**src/hdl/lpr_pkg.sv**
```systemverilog
`timescale 1ns / 1ps

package lpr_pkg;

    // fixed field widths of the reference and result transfers and of the last-use stamps
    localparam int unsigned PAGE_W      = 16;
    localparam int unsigned FRAME_IDX_W = 6;
    localparam int unsigned STAMP_W     = 32;
    localparam int unsigned FAULT_W     = 32;

    typedef logic [PAGE_W-1:0]      page_t;
    typedef logic [FRAME_IDX_W-1:0] frame_idx_t;
    typedef logic [STAMP_W-1:0]     stamp_t;
    typedef logic [FAULT_W-1:0]     fault_t;

endpackage

```
**src/hdl/lru_page_replacement.sv**
```systemverilog
`timescale 1ns / 1ps
// a reference is accepted from idle, then the frame store is read for frames 0 to n - 1,
// where n is the number of filled frames (up to FRAMES), the last compare drains and the
// result forms; with no frame filled yet, scan and drain are skipped; a new reference is
// taken only in idle, and the frame store's single read port serves one frame per scan cycle
// reset (rst_n low, asynchronous): all frames empty, time and fault count at zero;
// results are strobed for one cycle and the receiver cannot stall them

module lru_page_replacement #(
    parameter int unsigned FRAMES = 10
) (
    input  logic                        clk,
    input  logic                        rst_n,
    input  logic                        start,
    input  lpr_pkg::page_t              page,
    output logic                        busy,
    output logic                        done,
    output logic                        hit,
    output lpr_pkg::frame_idx_t         frame_index,
    output logic                        evicted_valid,
    output lpr_pkg::page_t              evicted_page,
    output lpr_pkg::fault_t             fault_total
);

    // index into the frame store, and a count that can hold FRAMES itself
    localparam int unsigned IDX_W = (FRAMES > 1) ? $clog2(FRAMES) : 1;
    localparam int unsigned CNT_W = $clog2(FRAMES + 1);

    typedef logic [IDX_W-1:0] idx_t;
    typedef logic [CNT_W-1:0] cnt_t;

    typedef enum logic [1:0] {
        ST_IDLE,
        ST_SCAN,
        ST_DRAIN,
        ST_FINISH
    } state_t;

    // frame store: pages and last-use stamps, one read port and one write port
    lpr_pkg::page_t  pages_mem  [FRAMES];
    lpr_pkg::stamp_t stamps_mem [FRAMES];

    state_t          state_reg;
    lpr_pkg::page_t  page_reg;          // reference under work
    lpr_pkg::stamp_t time_reg;          // saturating time counter
    lpr_pkg::fault_t fault_reg;
    cnt_t            filled_reg;        // frames filled so far, in index order
    idx_t            issue_reg;         // frame address being read during the scan

    // compare stage, fed by the registered read port
    logic            cmp_vld_reg;
    idx_t            cmp_idx_reg;
    lpr_pkg::page_t  rd_page_reg;
    lpr_pkg::stamp_t rd_stamp_reg;

    // scan results
    logic            found_reg;
    idx_t            hit_idx_reg;
    lpr_pkg::stamp_t min_stamp_reg;
    idx_t            min_idx_reg;
    lpr_pkg::page_t  min_page_reg;

    // registered result
    logic            done_reg;
    logic            hit_reg;
    lpr_pkg::frame_idx_t frame_index_reg;
    logic            evicted_valid_reg;
    lpr_pkg::page_t  evicted_page_reg;

    lpr_pkg::stamp_t time_next;
    logic            last_issue;
    logic            full;
    logic            match;
    logic            new_min;
    idx_t            used_idx;
    logic            evict;
    logic            page_we;
    logic            finish;

    // time advances before each reference and stops at its maximum
    assign time_next  = (time_reg == '1) ? time_reg : time_reg + lpr_pkg::stamp_t'(1);

    // the scan covers frames 0 to filled - 1
    assign last_issue = ((cnt_t'(issue_reg) + cnt_t'(1)) == filled_reg);
    assign full       = (filled_reg == cnt_t'(FRAMES));

    // first matching frame wins; strict less-than keeps the lowest index on ties
    assign match   = cmp_vld_reg && !found_reg && (rd_page_reg == page_reg);
    assign new_min = cmp_vld_reg && ((cmp_idx_reg == '0) || (rd_stamp_reg < min_stamp_reg));

    assign finish  = (state_reg == ST_FINISH);

    // choose the frame that this reference ends up in
    always_comb
    begin
        evict    = 1'b0;
        page_we  = 1'b0;
        if (found_reg)
        begin
            used_idx = hit_idx_reg;
        end
        else if (!full)
        begin
            used_idx = filled_reg[IDX_W-1:0];
            page_we  = finish;
        end
        else
        begin
            used_idx = min_idx_reg;
            evict    = 1'b1;
            page_we  = finish;
        end
    end

    // frame store: written when the result is formed, read once per scan cycle
    always_ff @(posedge clk)
    begin
        if (page_we)
        begin
            pages_mem[used_idx] <= page_reg;
        end
        if (finish)
        begin
            stamps_mem[used_idx] <= time_reg;
        end
        if (state_reg == ST_SCAN)
        begin
            rd_page_reg  <= pages_mem[issue_reg];
            rd_stamp_reg <= stamps_mem[issue_reg];
        end
    end

    // sequencer, scan bookkeeping and registered result
    always_ff @(posedge clk or negedge rst_n)
    begin
        if (!rst_n)
        begin
            state_reg         <= ST_IDLE;
            page_reg          <= '0;
            time_reg          <= '0;
            fault_reg         <= '0;
            filled_reg        <= '0;
            issue_reg         <= '0;
            cmp_vld_reg       <= 1'b0;
            cmp_idx_reg       <= '0;
            found_reg         <= 1'b0;
            hit_idx_reg       <= '0;
            min_stamp_reg     <= '0;
            min_idx_reg       <= '0;
            min_page_reg      <= '0;
            done_reg          <= 1'b0;
            hit_reg           <= 1'b0;
            frame_index_reg   <= '0;
            evicted_valid_reg <= 1'b0;
            evicted_page_reg  <= '0;
        end
        else
        begin
            done_reg    <= 1'b0;
            cmp_vld_reg <= (state_reg == ST_SCAN);
            cmp_idx_reg <= issue_reg;

            // compare stage runs whenever read data is in flight
            if (match)
            begin
                found_reg   <= 1'b1;
                hit_idx_reg <= cmp_idx_reg;
            end
            if (new_min)
            begin
                min_stamp_reg <= rd_stamp_reg;
                min_idx_reg   <= cmp_idx_reg;
                min_page_reg  <= rd_page_reg;
            end

            case (state_reg)
                ST_IDLE:
                begin
                    if (start)
                    begin
                        page_reg  <= page;
                        time_reg  <= time_next;
                        issue_reg <= '0;
                        found_reg <= 1'b0;
                        state_reg <= (filled_reg == '0) ? ST_FINISH : ST_SCAN;
                    end
                end
                ST_SCAN:
                begin
                    if (last_issue)
                    begin
                        state_reg <= ST_DRAIN;
                    end
                    else
                    begin
                        issue_reg <= issue_reg + idx_t'(1);
                    end
                end
                ST_DRAIN:
                begin
                    // last compare completes on this edge
                    state_reg <= ST_FINISH;
                end
                ST_FINISH:
                begin
                    done_reg          <= 1'b1;
                    hit_reg           <= found_reg;
                    frame_index_reg   <= lpr_pkg::frame_idx_t'(used_idx);
                    evicted_valid_reg <= evict;
                    evicted_page_reg  <= evict ? min_page_reg : '0;
                    if (!found_reg)
                    begin
                        fault_reg <= fault_reg + lpr_pkg::fault_t'(1);
                        if (!full)
                        begin
                            filled_reg <= filled_reg + cnt_t'(1);
                        end
                    end
                    state_reg <= ST_IDLE;
                end
                default:
                begin
                    state_reg <= ST_IDLE;
                end
            endcase
        end
    end

    assign busy          = (state_reg != ST_IDLE);
    assign done          = done_reg;
    assign hit           = hit_reg;
    assign frame_index   = frame_index_reg;
    assign evicted_valid = evicted_valid_reg;
    assign evicted_page  = evicted_page_reg;
    assign fault_total   = fault_reg;

endmodule

```
**config.mk**
```make
export PLATFORM = sky130hd
export DESIGN_NAME = lru_page_replacement
export DESIGN_NICKNAME = d
export VERILOG_FILES = /design/src/hdl/lpr_pkg.sv /design/src/hdl/lru_page_replacement.sv
export SDC_FILE = /design/constraint.sdc
export NUM_CORES = 1
export LEC_CHECK = 0
export BUFFER_PORTS_ARGS = -buffer_cell sky130_fd_sc_hd__buf_2
export CORE_UTILIZATION = 45
export CTS_BUF_LIST = sky130_fd_sc_hd__clkbuf_8 sky130_fd_sc_hd__clkbuf_16
export CTS_CLUSTER_SIZE = 16
export DETAILED_ROUTE_END_ITERATION = 12
export GPL_TIMING_DRIVEN = 0
export PLACE_DENSITY = 0.7
export SYNTH_ARGS = -nofsm -noshare
export SYNTH_HDL_FRONTEND = slang
export SYNTH_SLANG_ARGS = --single-unit
```
**constraint.sdc**
```tcl
create_clock -name clk -period 3.4 [get_ports clk]
set_input_delay 0.34 -clock clk [delete_from_list [all_inputs] [get_ports clk]]
set_output_delay 0.34 -clock clk [all_outputs]
set_load 0.03 [all_outputs]
```
==> key figures <==
Synth
  • Number of enable flip-flop cells after synthesis: between 500 and 600
  • Count of different cell masters after synthesis: between 50 and 60
  • Portion of the post-synthesis area used by sequential elements: 72.0%
  • FFs w/ async S/R, synth: between 20% and 30%
  • Synthesized cell area: about 28000 µm²
  • Number of storage elements in the synthesis netlist: ~700
  • Most common cell in the netlist: edfxtp_1
  • Top post-synthesis cells by area: edfxtp_1 (56%), dfrtp_1 (16%), mux4_2 (7.7%)
  • Post-synthesis instance total: approximately 1600
  • Avg Inst Size Synth: about 17 µm²
  • Prevailing post-synth register cell: edfxtp_1
  • Most frequent cells after synthesis: edfxtp_1 (528), dfrtp_1 (175), mux4_2 (96), mux2_2 (68)
  • Synthesis Warnings: 0
  • Area fraction of the dominant cell type after synthesis: between 50% and 60%
  • Cell type contributing the most total cell area after synthesis: edfxtp_1

Power
  • IR Drop Worst-Case VDD: 0.000363 V
  • PD cells: a little over 800 nW/µm²
  • Final total power: 27.1 mW
  • Leakage: 11.5 nW

Clock network
  • Max Root-Sink Buffers: 3
  • Number of buffers created by CTS: roughly 70
  • Cell chosen for the clock root: clkbuf_16
  • CTS tree: done
  • Maximum level of the CTS H-tree: 3
  • Sink count of the clock tree: between 700 and 800
  • Post-CTS clock slew at the launch and capture registers of the worst setup and hold paths: approximately 0.060 ns
  • Latest clock arrival within the worst-skew pair: 0.61 ns

Drt
  • Wl on met1: ~25000 µm
  • Uppermost metal layer occupied by signal nets: met4
  • Wire length reported by the detailed router: ~60000 µm
  • Number of routed nets with antenna violations: 0
  • Met2 wire length: between 20000 and 30000 µm
  • Detailed Routing Iterations Pass 1: 7
  • Total via count in the routed design: 15000
  • Amount of wire on met3 after detailed routing: around 4100 µm
  • Average routed wire per standard cell: between 20 and 25 µm
  • First-iteration detailed-routing DRC count: ~1200
  • DRC violations left: 0
  • Drt via density: between 5 and 6

Finish
  • Share of final-layout standard cells stronger than drive strength 1: 22.9%
  • Register containing the most flip-flops in the final layout: stamps_mem
  • Reg area: a little over 20000 µm²
  • Area growth from synthesis to layout: 16.6%
  • Filler cell count in the final layout: ~4800
  • Flip-flop count of the largest register after layout: 320
  • Area taken by multi-input logic gates: between 7000 and 8000 µm²
  • Final core area utilization: between 50% and 60%
  • Fin nets: between 1500 and 2000
  • Registers with the most flip-flops: stamps_mem: 320 flops, pages_mem: 160 flops

Critical path
  • FF-to-FF Start: filled_reg[0]$_DFFE_PN0P_
  • Crit path arrival time: approximately 3.6 ns
  • Worst setup EP type: flop
  • Launching element of the worst setup path: filled_reg[0]$_DFFE_PN0P_
  • Biggest fanout along the worst timing path: 17
  • CP Class: reg -> reg
  • Endpoint required time on the critical path: around 3.7 ns
  • Startpoint type of the worst setup path: flop

Run status
  • Status: complete, no violations

Timing
  • Worst setup slack after layout: approximately 0.15 ns
  • Worst slew margin relative to its limit: approximately 21%
  • Final TNS setup: 0 ns
  • Maximum clock rate: 308 MHz
  • Unrepaired setup endpoints after global routing: true
  • Worst clock skew: 0.0243 ns
  • Hold WS: about 0.02 ns
  • Transition time of the tightest slew-check pin: 1.18 ns
  • Final setup violation count: 0
  • Portion of the clock cycle consumed by the worst path in the final layout: between 90% and 100%
  • Number of hold-slack violations in the final timing report: 0
  • Final number of max-transition violations: 0
  • Final critical path time including I/O delays and setup: ~3.2 ns

Floorplanning
  • Core region area: between 60000 and 70000 µm²
  • Die Span Y: between 200 and 300 µm
  • Horizontal extent of the die: between 200 and 300 µm
  • Total Die Area: ~63000 µm²
  • Ports placed on the boundary: 77
  • Initial Util: between 40 and 50%
  • Row count: 91

Placed design
  • Count of input and output buffers: 73
  • Routability Congestion: 0.767
  • HPWL after detailed placement: between 30000 and 40000 µm
  • Setup WS pre-CTS: -0.330 ns

Hold path
  • HP Class: in -> reg
  • Hold Crit Start: page[2]

GRT
  • Global-route wire length before repair: 90600 µm
  • Overflow left after global routing: 0
  • Aggregate global-route resource usage: a little under a fifth
  • Number of global-route vias before repair: approximately 15000
  • Pin count of the biggest net entering global routing: 103
  • Number of antenna violations at the first check in global routing: 1

Job
  • Maximum Capacitance Violations: 0
-- what timing repair did --
action | CTS | global route
endpoints found under the setup margin | 158 | 356
setup buffers | 5 | 15
hold buffers | 15 | 0
hold endpoints to repair | 115 | 0
pin swaps | 4 | 11
gates resized for setup | 2 | 9
-- path summary, 6_finish.rpt --
kind / end / slack, ns / cells past startpoint
worst min register to register: cmp_idx_reg[3]$_DFF_PN0_ / 0.38 / 0
worst max-delay path: stamps_mem[3][12]$_DFFE_PP_ / 0.15 / 9
max in group asynchronous: time_reg[23]$_DFFE_PN0P_ / 2.11 / 3
worst min-delay path: page_reg[2]$_DFFE_PN0P_ / 0.02 / 2
worst max register to register: stamps_mem[3][12]$_DFFE_PP_ / 0.15 / 9
min in group asynchronous: evicted_page[7]$_DFFE_PN0P_ / 0.34 / 2
-- cell usage in the layout (no fill, tap or decap), types with 14 or more instances in the layout --
master         instances
a211oi_1              50
a21oi_1               65
a22o_1                16
buf_12                15
buf_2                 94
clkbuf_1              40
clkbuf_16             72
clkinv_1              14
dfrtp_1              175
dlygate4sd3_1         15
edfxtp_1             528
ha_1                  40
inv_1                 69
mux2_2                68
mux2i_1               49
mux4_2                96
nand2_1               41
nand3_1               32
nand4_1               34
nor2_1                26
nor2_4                19
nor2b_1               52
o21ai_0               14
xnor2_1               65
xor2_1                21
-- final cells by class --
cell class	instances	area share, %
Sequential cell	703	61.8
Multi-Input combinational cell	783	22.8
Clock buffer	76	5.67
Timing Repair Buffer	122	3.70
Tap cell	837	3.20
Clock inverter	53	1.17
Buffer	74	1.08
Inverter	50	0.573
Antenna cell	1	0.00764
-- worst max-delay path, cell delays in order, from the launching register on --
cell	delay (ns)
dfrtp_1	0.47
inv_1	0.12
ha_1	0.19
nand3b_1	0.24
nor2_1	0.16
a21oi_1	0.07
nand2_1	0.49
o21ai_1	0.57
nor2_4	0.39
buf_16	0.21
-- power by group --
group	switching [mW]	internal, mW
clock	3.22	4.26
sequential	1.18	11.4
combinational	4.14	2.96
-- cell families after synthesis --
kind of cell / after synthesis / share of synthesized area (%)
buf+inv: 124 / 1.93
other cells: 1 / 0.0133
fa+ha+maj: 41 / 1.83
mux: 219 / 12.4
simple gates: 261 / 5.04
compound gates: 174 / 4.10
flops: 703 / 72.0
xor+xnor: 86 / 2.68
-- stage by stage --
| step | cells | cell area, µm² |
|---|---|---|
| 6_report | 2699 | 32800 |
| 2_1_floorplan | 1610 | 28100 |
| 3_5_place_dp | 2533 | 30000 |
| 4_1_cts | 2682 | 32400 |
| 3_3_place_gp | 2520 | 29500 |
| 5_1_grt | 2698 | 32800 |
-- layer usage --
metal / global-route usage (%) / vias to the layer above
li1: - / 6636
met1: 26.0 / 7749
met2: 30.1 / 512
met3: 3.79 / 95
met4: 6.35 / 0
met5: 0 / -
No activity file was read; power rests on OpenSTA's default activity.
